### config.mk
export PLATFORM = sky130hd
export DESIGN_NAME = gripper_force_deformation_control_top
export DESIGN_NICKNAME = d
export VERILOG_FILES = /design/src/hw/rtl/gfdc_pkg.sv /design/src/hw/rtl/gfdc_seq.sv /design/src/hw/rtl/gfdc_dp.sv /design/src/hw/rtl/gripper_force_deformation_control_top.sv
export SDC_FILE = /design/constraint.sdc
export NUM_CORES = 2
export LEC_CHECK = 0
export BUFFER_PORTS_ARGS = -buffer_cell sky130_fd_sc_hd__buf_2
export CORE_UTILIZATION = 35
export DETAILED_ROUTE_END_ITERATION = 6
export HOLD_SLACK_MARGIN = 0.1
export PLACE_DENSITY_LB_ADDON = 0.2
export SLEW_MARGIN = 20
export SYNTH_ARGS = -nofsm -noshare
export SYNTH_HDL_FRONTEND = slang
export SYNTH_HIERARCHICAL = 1
export SYNTH_SLANG_ARGS = --single-unit
### constraint.sdc
create_clock -name clk -period 14.6 [get_ports clk]
set_clock_uncertainty 0.2 [all_clocks]
set_input_delay 1.46 -clock clk [delete_from_list [all_inputs] [get_ports clk]]
set_output_delay 1.46 -clock clk [all_outputs]
set_load 0.03 [all_outputs]
### src/hw/rtl/gfdc_pkg.sv
package gfdc_pkg;

  // configuration port
  localparam int ADDR_W = 5;
  localparam int DATA_W = 32;

  localparam logic [2:0] REG_GAIN        = 3'd0;
  localparam logic [2:0] REG_FORCE_LIMIT = 3'd1;
  localparam logic [2:0] REG_LIN_COMPL   = 3'd2;
  localparam logic [2:0] REG_ROOT_COEF   = 3'd3;
  localparam logic [2:0] REG_LIN_MODE    = 3'd4;
  localparam logic [2:0] REG_START_RUN   = 3'd5;

  localparam logic [23:0] GAIN_RST        = 24'd65536;
  localparam logic [22:0] FORCE_LIMIT_RST = 23'd1310720;
  localparam logic [31:0] LIN_COMPL_RST   = 32'd3355443;
  localparam logic [31:0] ROOT_COEF_RST   = 32'd3300114;

  typedef enum logic [1:0] {
    KIND_MEASURE = 2'd0,
    KIND_COMMAND = 2'd1,
    KIND_START   = 2'd2,
    KIND_STOP    = 2'd3
  } kind_t;

  // microprogram
  typedef logic [3:0] step_t;

  localparam step_t STEP_MEAS = 4'd0;
  localparam step_t STEP_ZERO = 4'd15;

  // square root: two result bits per iteration, sixteen iterations
  localparam logic [3:0] SQ_LAST = 4'd15;

  typedef enum logic [1:0] {
    MUL_FM  = 2'd0,
    MUL_FT  = 2'd1,
    MUL_ELO = 2'd2,
    MUL_EHI = 2'd3
  } mul_sel_t;

  typedef enum logic [1:0] {
    C_NEXT    = 2'd0,
    C_ROOT    = 2'd1,
    C_SQ_MORE = 2'd2,
    C_ALWAYS  = 2'd3
  } cond_t;

  typedef struct packed {
    mul_sel_t mul_sel;
    logic     prod_en;
    logic     d_lin_en;
    logic     sq_load;
    logic     sq_step;
    logic     dm_en;
    logic     diff_en;
    logic     acc_lo;
    logic     acc_hi;
    logic     emit_calc;
    logic     emit_zero;
    cond_t    cond;
    step_t    target;
    logic     last;
  } ctrl_word_t;

  function automatic ctrl_word_t ucode_rom(input step_t step);
    ctrl_word_t w;
    w = '0;
    case (step)
      4'd0: begin
        w.mul_sel = MUL_FM;
        w.prod_en = 1'b1;
        w.cond    = C_ROOT;
        w.target  = 4'd2;
      end
      4'd1: begin
        w.d_lin_en = 1'b1;
        w.cond     = C_ALWAYS;
        w.target   = 4'd4;
      end
      4'd2: begin
        w.sq_load = 1'b1;
      end
      4'd3: begin
        w.sq_step = 1'b1;
        w.cond    = C_SQ_MORE;
        w.target  = 4'd3;
      end
      4'd4: begin
        w.dm_en   = 1'b1;
        w.mul_sel = MUL_FT;
        w.prod_en = 1'b1;
        w.cond    = C_ROOT;
        w.target  = 4'd6;
      end
      4'd5: begin
        w.d_lin_en = 1'b1;
        w.cond     = C_ALWAYS;
        w.target   = 4'd8;
      end
      4'd6: begin
        w.sq_load = 1'b1;
      end
      4'd7: begin
        w.sq_step = 1'b1;
        w.cond    = C_SQ_MORE;
        w.target  = 4'd7;
      end
      4'd8: begin
        w.diff_en = 1'b1;
      end
      4'd9: begin
        w.mul_sel = MUL_ELO;
        w.prod_en = 1'b1;
      end
      4'd10: begin
        w.mul_sel = MUL_EHI;
        w.prod_en = 1'b1;
        w.acc_lo  = 1'b1;
      end
      4'd11: begin
        w.acc_hi = 1'b1;
      end
      4'd12: begin
        w.emit_calc = 1'b1;
        w.last      = 1'b1;
      end
      STEP_ZERO: begin
        w.emit_zero = 1'b1;
        w.last      = 1'b1;
      end
      default: begin
        w.last = 1'b1;
      end
    endcase
    return w;
  endfunction

endpackage

### src/hw/rtl/gfdc_seq.sv
module gfdc_seq import gfdc_pkg::*; (
  input  logic       clk,
  input  logic       rst,
  input  logic       start,
  input  step_t      start_step,
  input  logic       linear_mode,
  input  logic       sq_more,
  input  logic       out_free,
  output ctrl_word_t ctrl,
  output logic       ready
);

  logic       active;
  step_t      step;
  ctrl_word_t word;
  logic       hold;
  logic       exec;
  logic       jump;

  always_comb begin
    word = ucode_rom(step);
    // an emitting step waits for room in the output register
    hold = (word.emit_calc | word.emit_zero) & ~out_free;
    exec = active & ~hold;
    ctrl = exec ? word : '0;
    ready = ~active | (exec & word.last);
    case (word.cond)
      C_NEXT:    jump = 1'b0;
      C_ROOT:    jump = ~linear_mode;
      C_SQ_MORE: jump = sq_more;
      C_ALWAYS:  jump = 1'b1;
      default:   jump = 1'b0;
    endcase
  end

  always_ff @(posedge clk) begin
    if (rst) begin
      active <= 1'b0;
      step   <= STEP_MEAS;
    end else if (start) begin
      active <= 1'b1;
      step   <= start_step;
    end else if (exec) begin
      if (word.last) begin
        active <= 1'b0;
      end else if (jump) begin
        step <= word.target;
      end else begin
        step <= step + 4'd1;
      end
    end
  end

endmodule

### src/hw/rtl/gfdc_dp.sv
module gfdc_dp import gfdc_pkg::*; (
  input  logic        clk,
  input  ctrl_word_t  ctrl,
  input  logic [23:0] f_mag,
  input  logic [22:0] target_force,
  input  logic [23:0] gain,
  input  logic [31:0] linear_compliance,
  input  logic [31:0] root_coefficient,
  input  logic        linear_mode,
  output logic        sq_more,
  output logic [31:0] velocity_calc,
  output logic        clipped_calc
);

  logic [31:0] coef;
  logic [31:0] mul_a;
  logic [23:0] mul_b;
  logic [55:0] prod;
  logic [55:0] lin_round;
  logic [39:0] d_lin;
  logic [39:0] d_sel;
  logic [39:0] dm;
  logic [39:0] e;
  logic        neg;
  logic [63:0] acc;

  // square root unit
  logic [63:0] rad;
  logic [33:0] rem;
  logic [31:0] root;
  logic [3:0]  sq_cnt;
  logic [35:0] r1;
  logic [35:0] t1;
  logic        ge1;
  logic [33:0] rem1;
  logic [31:0] root1;
  logic [35:0] r2;
  logic [35:0] t2;
  logic        ge2;
  logic [33:0] rem2;
  logic [31:0] root2;

  // saturation
  logic [64:0] rsum;
  logic [40:0] mag;

  always_comb begin
    coef = linear_mode ? linear_compliance : root_coefficient;
    case (ctrl.mul_sel)
      MUL_FM: begin
        mul_a = coef;
        mul_b = f_mag;
      end
      MUL_FT: begin
        mul_a = coef;
        mul_b = {1'b0, target_force};
      end
      MUL_ELO: begin
        mul_a = e[31:0];
        mul_b = gain;
      end
      MUL_EHI: begin
        mul_a = {24'd0, e[39:32]};
        mul_b = gain;
      end
      default: begin
        mul_a = coef;
        mul_b = f_mag;
      end
    endcase
  end

  assign lin_round = prod + 56'h8000;
  assign d_sel     = linear_mode ? d_lin : {8'd0, root};

  // two digits of the restoring root per cycle
  always_comb begin
    r1    = {rem, rad[63:62]};
    t1    = {2'b00, root, 2'b01};
    ge1   = (r1 >= t1);
    rem1  = ge1 ? 34'(r1 - t1) : r1[33:0];
    root1 = {root[30:0], ge1};
    r2    = {rem1, rad[61:60]};
    t2    = {2'b00, root1, 2'b01};
    ge2   = (r2 >= t2);
    rem2  = ge2 ? 34'(r2 - t2) : r2[33:0];
    root2 = {root1[30:0], ge2};
  end

  assign sq_more = (sq_cnt != SQ_LAST);

  always_ff @(posedge clk) begin
    if (ctrl.prod_en) begin
      prod <= {24'd0, mul_a} * {32'd0, mul_b};
    end
    if (ctrl.d_lin_en) begin
      d_lin <= lin_round[55:16];
    end
    if (ctrl.sq_load) begin
      rad    <= {prod, 8'd0};
      rem    <= '0;
      root   <= '0;
      sq_cnt <= '0;
    end else if (ctrl.sq_step) begin
      rad    <= {rad[59:0], 4'd0};
      rem    <= rem2;
      root   <= root2;
      sq_cnt <= sq_cnt + 4'd1;
    end
    if (ctrl.dm_en) begin
      dm <= d_sel;
    end
    if (ctrl.diff_en) begin
      neg <= (dm < d_sel);
      e   <= (dm < d_sel) ? (d_sel - dm) : (dm - d_sel);
    end
    if (ctrl.acc_lo) begin
      acc <= {8'd0, prod};
    end else if (ctrl.acc_hi) begin
      acc <= acc + {prod[31:0], 32'd0};
    end
  end

  always_comb begin
    rsum = {1'b0, acc} + 65'h800000;
    mag  = rsum[64:24];
    if (neg) begin
      if (mag > 41'h080000000) begin
        velocity_calc = 32'h80000000;
        clipped_calc  = 1'b1;
      end else begin
        velocity_calc = 32'd0 - mag[31:0];
        clipped_calc  = 1'b0;
      end
    end else begin
      if (mag > 41'h07fffffff) begin
        velocity_calc = 32'h7fffffff;
        clipped_calc  = 1'b1;
      end else begin
        velocity_calc = mag[31:0];
        clipped_calc  = 1'b0;
      end
    end
  end

endmodule

### src/hw/rtl/gripper_force_deformation_control_top.sv
// measurement: the linear model skips the square roots; the root model runs two square
//   roots in turn on the shared root unit; stop runs only the zero-emit step
// throughput: next request taken in the cycle the previous result is loaded; command
//   and start requests give no result and do not hold off the next request
// reset: synchronous, active high; registers to their defaults, not running, target zero
module gripper_force_deformation_control_top import gfdc_pkg::*; (
  input  logic               clk,
  input  logic               rst,
  // configuration port
  input  logic               psel,
  input  logic               penable,
  input  logic               pwrite,
  input  logic [ADDR_W-1:0]  paddr,
  input  logic [DATA_W-1:0]  pwdata,
  output logic [DATA_W-1:0]  prdata,
  output logic               pready,
  // request channel
  input  logic               item_valid,
  output logic               item_stall,
  input  logic [1:0]         kind,
  input  logic signed [23:0] force_value,
  // result channel
  output logic               result_valid,
  input  logic               result_stall,
  output logic signed [31:0] velocity,
  output logic               clipped
);

  // configuration registers
  logic [23:0] gain;
  logic [22:0] force_limit;
  logic [31:0] linear_compliance;
  logic [31:0] root_coefficient;
  logic        linear_mode;
  logic        run_default;

  // block state
  logic [22:0] target_force;
  logic        running;
  logic [23:0] f_mag;

  logic        cfg_we;
  logic [2:0]  cfg_idx;

  logic        item_acc;
  logic [23:0] force_u;
  logic [23:0] f_abs;
  logic [22:0] f_clamp;
  logic        seq_start;
  step_t       start_step;
  logic        seq_ready;
  logic        out_free;
  ctrl_word_t  ctrl;
  logic        sq_more;
  logic [31:0] velocity_calc;
  logic        clipped_calc;

  // register file: word address, low address bits ignored
  assign pready  = 1'b1;
  assign cfg_we  = psel & penable & pwrite & pready;
  assign cfg_idx = paddr[ADDR_W-1:2];

  always_comb begin
    case (cfg_idx)
      REG_GAIN:        prdata = {8'd0, gain};
      REG_FORCE_LIMIT: prdata = {9'd0, force_limit};
      REG_LIN_COMPL:   prdata = linear_compliance;
      REG_ROOT_COEF:   prdata = root_coefficient;
      REG_LIN_MODE:    prdata = {31'd0, linear_mode};
      REG_START_RUN:   prdata = {31'd0, run_default};
      default:         prdata = '0;
    endcase
  end

  // request side: the sequencer only blocks while a measurement or stop is in flight
  assign item_stall = ~seq_ready;
  assign item_acc   = item_valid & ~item_stall;

  // magnitude of the signed force; the most negative code maps to 2^23
  assign force_u = force_value;
  assign f_abs   = force_u[23] ? (~force_u + 24'd1) : force_u;
  assign f_clamp = (f_abs > {1'b0, force_limit}) ? force_limit : f_abs[22:0];

  // measurements run the program from the top, stop runs the single zero-emit step
  assign seq_start  = item_acc & ((kind == KIND_STOP) | ((kind == KIND_MEASURE) & running));
  assign start_step = (kind == KIND_STOP) ? STEP_ZERO : STEP_MEAS;

  always_ff @(posedge clk) begin
    if (rst) begin
      gain              <= GAIN_RST;
      force_limit       <= FORCE_LIMIT_RST;
      linear_compliance <= LIN_COMPL_RST;
      root_coefficient  <= ROOT_COEF_RST;
      linear_mode       <= 1'b0;
      run_default       <= 1'b0;
      running           <= 1'b0;
      target_force      <= '0;
    end else begin
      if (item_acc) begin
        case (kind_t'(kind))
          KIND_STOP:    running <= 1'b0;
          KIND_START:   running <= 1'b1;
          KIND_COMMAND: begin
            if (running) begin
              target_force <= f_clamp;
            end
          end
          default: ;
        endcase
      end
      if (cfg_we) begin
        case (cfg_idx)
          REG_GAIN:        gain              <= pwdata[23:0];
          REG_FORCE_LIMIT: force_limit       <= pwdata[22:0];
          REG_LIN_COMPL:   linear_compliance <= pwdata;
          REG_ROOT_COEF:   root_coefficient  <= pwdata;
          REG_LIN_MODE:    linear_mode       <= pwdata[0];
          REG_START_RUN: begin
            // writing the flag also sets the live running state
            run_default <= pwdata[0];
            running     <= pwdata[0];
          end
          default: ;
        endcase
      end
    end
  end

  // measured force magnitude held for the whole program
  always_ff @(posedge clk) begin
    if (item_acc && (kind == KIND_MEASURE)) begin
      f_mag <= f_abs;
    end
  end

  gfdc_seq u_seq (
    .clk         (clk),
    .rst         (rst),
    .start       (seq_start),
    .start_step  (start_step),
    .linear_mode (linear_mode),
    .sq_more     (sq_more),
    .out_free    (out_free),
    .ctrl        (ctrl),
    .ready       (seq_ready)
  );

  gfdc_dp u_dp (
    .clk               (clk),
    .ctrl              (ctrl),
    .f_mag             (f_mag),
    .target_force      (target_force),
    .gain              (gain),
    .linear_compliance (linear_compliance),
    .root_coefficient  (root_coefficient),
    .linear_mode       (linear_mode),
    .sq_more           (sq_more),
    .velocity_calc     (velocity_calc),
    .clipped_calc      (clipped_calc)
  );

  // output register; the emitting step waits until it is free or being drained
  assign out_free = ~result_valid | ~result_stall;

  always_ff @(posedge clk) begin
    if (rst) begin
      result_valid <= 1'b0;
    end else if (ctrl.emit_calc | ctrl.emit_zero) begin
      result_valid <= 1'b1;
    end else if (~result_stall) begin
      result_valid <= 1'b0;
    end
  end

  always_ff @(posedge clk) begin
    if (ctrl.emit_zero) begin
      velocity <= '0;
      clipped  <= 1'b0;
    end else if (ctrl.emit_calc) begin
      velocity <= velocity_calc;
      clipped  <= clipped_calc;
    end
  end

  // a stop leaves the block stopped unless a run-flag register write lands in the same cycle
  a_stop_clears_running: assert property (@(posedge clk) disable iff (rst)
    (item_acc && (kind == KIND_STOP)) |=> !running)
    else $error("stop request did not clear running");

  // a running measurement holds off the next request while the program runs
  a_meas_busy: assert property (@(posedge clk) disable iff (rst)
    (item_acc && (kind == KIND_MEASURE) && running) |=> item_stall)
    else $error("measurement did not start the sequencer");

  // a saturated result sits exactly on a 32-bit bound
  a_clip_bound: assert property (@(posedge clk) disable iff (rst)
    (result_valid && clipped) |->
      ((velocity == 32'sh7fffffff) || (velocity == 32'sh80000000)))
    else $error("clipped result off the saturation bound");

endmodule

# Word-level counts from Yosys, hierarchy flattened
# Cells that the tools add are included.
# totals
register_bits,567
in_bits,70
# classes
addsub,11
mul,1
order_cmp,6
n_eq_ne,30
n_mux,48
n_bitwise,21
reduce_logical,25
# op_table
operator,n
32-bit case mux with 6 select lines,1
32-bit two-way mux,4
64-bit two-way mux,2
56-bit two-way mux,2
32-bit case mux with 3 select lines,1
40-bit two-way mux,2
40-bit subtractor,2
36-bit by 34-bit greater-or-equal comparator with 1-bit output,2
24-bit case mux with 3 select lines,1
34-bit two-way mux,2
34-bit subtractor,2
"64-bit by 24-bit adder with 65-bit output, second input constant",1
64-bit adder,1
"56-bit by 16-bit adder with 56-bit output, second input constant",1
32-bit by 24-bit multiplier with 56-bit output,1
"41-bit by 31-bit greater-than comparator with 1-bit output, second input constant",1
"41-bit by 32-bit greater-than comparator with 1-bit output, second input constant",1
40-bit less-than comparator,1
6-bit case mux with 6 select lines,1
"1-bit by 32-bit subtractor with 32-bit output, first input constant",1
"24-bit by 1-bit adder with 24-bit output, second input constant",1
"4-bit equality test, second input constant",6
24-bit by 23-bit greater-than comparator with 1-bit output,1
24-bit two-way mux,1
31 further kinds,103

# Longest topological paths before layout
# depth
depth_word,12
mapped_depth,39

# By module
# Netlist, hierarchy kept.
# modules_own_cells
module,instances,cells_each,area_each_um2,seq_area_each_um2
gfdc_dp,1,5799,50498.4,9549.2
gripper_force_deformation_control_top,1,985,8645.8,4144.0
gfdc_seq,1,93,638.1,100.1

# Worst setup path after synthesis
# No wires, ideal clock.
# synth_timing
path_type,register to register
start,register u_seq.step[0]
end,"register u_dp.prod[55], data pin"
setup_ps,260
t_arrival_ps,9882
t_required_ps,14140
slack_ps,4258
path_stages_with_launch,37
n_path_buf,4
cell_sequence,dfxtp_1 > inv_1 > ha_1 > buf_2 > and3_1 > or2_1 > clkbuf_1 > clkbuf_1 > mux2i_1 > o21ai_1 > clkbuf_1 > nand2_1 > fa_1 > inv_1 > fa_1 > inv_1 > fa_1 > inv_1 > fa_1 > fa_1 > fa_1 > inv_1 > fa_1 > inv_1 > ha_1 > a21oi_1 > o21ai_0 > a21oi_1 > o21ai_0 > a31oi_1 > a21oi_1 > o41a_1 > o21ai_0 > o211ai_1 > a21o_1 > a21oi_1 > xnor2_1
# synth_lines
element,line_no,text
start: declaration,gfdc_seq.sv:14,step_t step;
start signal: assignment,gfdc_seq.sv:42,step <= start_step;
start signal: assignment,gfdc_seq.sv:47,step <= word.target;
start signal: assignment,gfdc_seq.sv:49,step <= step + 4'd1;
end signal: assignment,gfdc_dp.sv:94,"prod <= {24'd0, mul_a} * {32'd0, mul_b};"
end: declaration,gfdc_dp.sv:18,logic [55:0] prod;

==> results.cfg <==
[floorplanning]
pin_count = 138
fp.dieH_um = 415.1
rows = 151
core_area_um2 = 169500
die_area_um2 = 172300
start_util_pct = 35.25
die_w_um = 415.1

[grt]
track_usage_pct = 23.11
grt_pass1_vias = 48810
grt_start_max_net_pins = 162
antenna_found_initial = 9
grt_overflow = 0
grt_pass1_wl_um = 303600

[setup_path]
reg2reg_to = u_dp/prod[55]
cp.required_ns = 14.81
crit_path_max_fanout = 50
cpMostUsedCell = fa_1
reg2reg_slack_ns = 2.66
arrival_ns = 12.15
worst_r2r_path_depth = 31
path_class = flop to flop
endpoint_kind = flop
r2r-start = u_seq/step[0]
critPathSlowestCell = o22a_1
startpoint = u_seq/step[0]
critPathCapture = u_dp/prod[55]
cp-start-kind = flop
max_stage_delay_ns = 0.90

[clock_network]
insertion_delay_ns = 0.68
cts_num_sinks = 544
cts_buffer_depth = 3
holdBufCountCts = 0
htree_num_levels = 3
root_buffer = clkbuf_16
cts_tree = built
clk_pin_slew_ns = 0.07
post-cts-setup-buffers = 0
cts_resized = 0
cts_buffers = 70

[timing]
relSlewSlack_pct = 23.23
worst_pin_slew_ns = 1.152
fin_crit_sh_pct = 81.81
setup_viol = 0
hold-worst-slack_ns = 0.2469
setup_tns_ns = 0
fin_crit_ns = 11.94
drv_slew = 0
setup_slack_ns = 2.656
rsz0062_at_grt = no
finalHoldViolations = 0
maxClockFrequency_ghz = 0.08373

[route]
drc = 0
final_antenna_net_count = 0
wl_um = 201700
drt-wirelength-per-cell_um = 22.23
dr_total_vias = 48870
drt_iter0_markers = 3999
drt-vias-per-instance = 5.387
drtPass1Iterations = 6

[power]
p_per_area_nw_per_um2 = 188.1
p_leak_nw = 28.65
irDropWorstVdd_v = 0.0002663

[placement]
dp_cells = 8943
dpl.hpwl_um = 153700
io_buffers = 134
place_ws_ns = 2.291
gp_congestion = 0.9464

[logic_synthesis]
yosys_warnings = 6
synth_area_um2 = 59730
avgSynthCellArea_um2 = 8.700
syn_inst = 6866
syn_nets = 7990

[finish]
layout.cells.most_common = inv_1
area_delta_synth_final_pct = 8.827
stdcell_count = 9072
drive_above_1_share_pct = 7.459
layout.cells.most_common_list = inv_1 (956), nand2_1 (940), nor2_1 (683), fa_1 (661), ha_1 (393)
layout.nets = 7922

[worst_hold_path]
hp-class = flop to flop

[run_status]
status = complete, no violations

[job]
maxCapViolCount = 0
-- how the worst min path moves through the flow --
stage                               start               to  slack, ns  cells after the start
after global placement    target_force[1]  target_force[1]       0.24                      2
after CTS                 target_force[1]  target_force[1]       0.25                      2
after detailed placement  target_force[1]  target_force[1]       0.24                      2
final                     target_force[1]  target_force[1]       0.25                      2
after global routing      target_force[7]  target_force[7]       0.28                      1
after floorplan           target_force[2]  target_force[2]       0.22                      2
-- report_power, final --
group	switching, mW	total (mW)	internal [mW]	leakage, nW
combinational	5.26	8.46	3.20	22.9
sequential	0.144	2.02	1.87	4.68
clock	0.748	1.76	1.01	1.11
-- sequential cells by signal (all words and copies together) (netlist names), 34 cells and up --
register	count
u_dp/prod	56
u_dp/rad	56
u_dp/acc	41
u_dp/d_lin	40
u_dp/dm	40
u_dp/e	40
u_dp/rem	34
-- stage by stage --
stage / utilization [%] / power [mW] / area, um2
detailed placement: 37.00 / 10.38 / 62700
global placement: 37.00 / 10.35 / 62700
finish: 38.36 / 12.23 / 65000
CTS: 38.34 / 12.20 / 64970
floorplan: - / 8.073 / 59730
global route: 38.35 / 13.17 / 65000
-- worst max-delay path, delay by kind of cell, from the launching register on --
kind | cells | cell delay (ns)
fa+ha+maj | 9 | 4.43
compound gates | 12 | 4.00
simple gates | 3 | 1.69
buf+inv | 6 | 0.87
flops | 1 | 0.37
xor+xnor | 1 | 0.08
-- final cells by class --
type,count,area (um2)
Tap cell,2218,2775
Clock buffer,91,1912
Timing Repair Buffer,227,1404
Fill cell,17260,104500
Inverter,960,3605
Multi-Input combinational cell,4995,41150
Sequential cell,544,13800
Antenna cell,3,7.507
Clock inverter,34,359.1
-- layer usage --
metal / track usage (%) / up-vias / wire [um]
met1: 30.05 / 24380 / 85710
met2: 38.32 / 1574 / 94910
met3: 3.941 / 378 / 13050
met4: 8.550 / 6 / 8005
li1: - / 22540 / -
met5: 0 / - / 39
(Power assumes the default switching activity.)
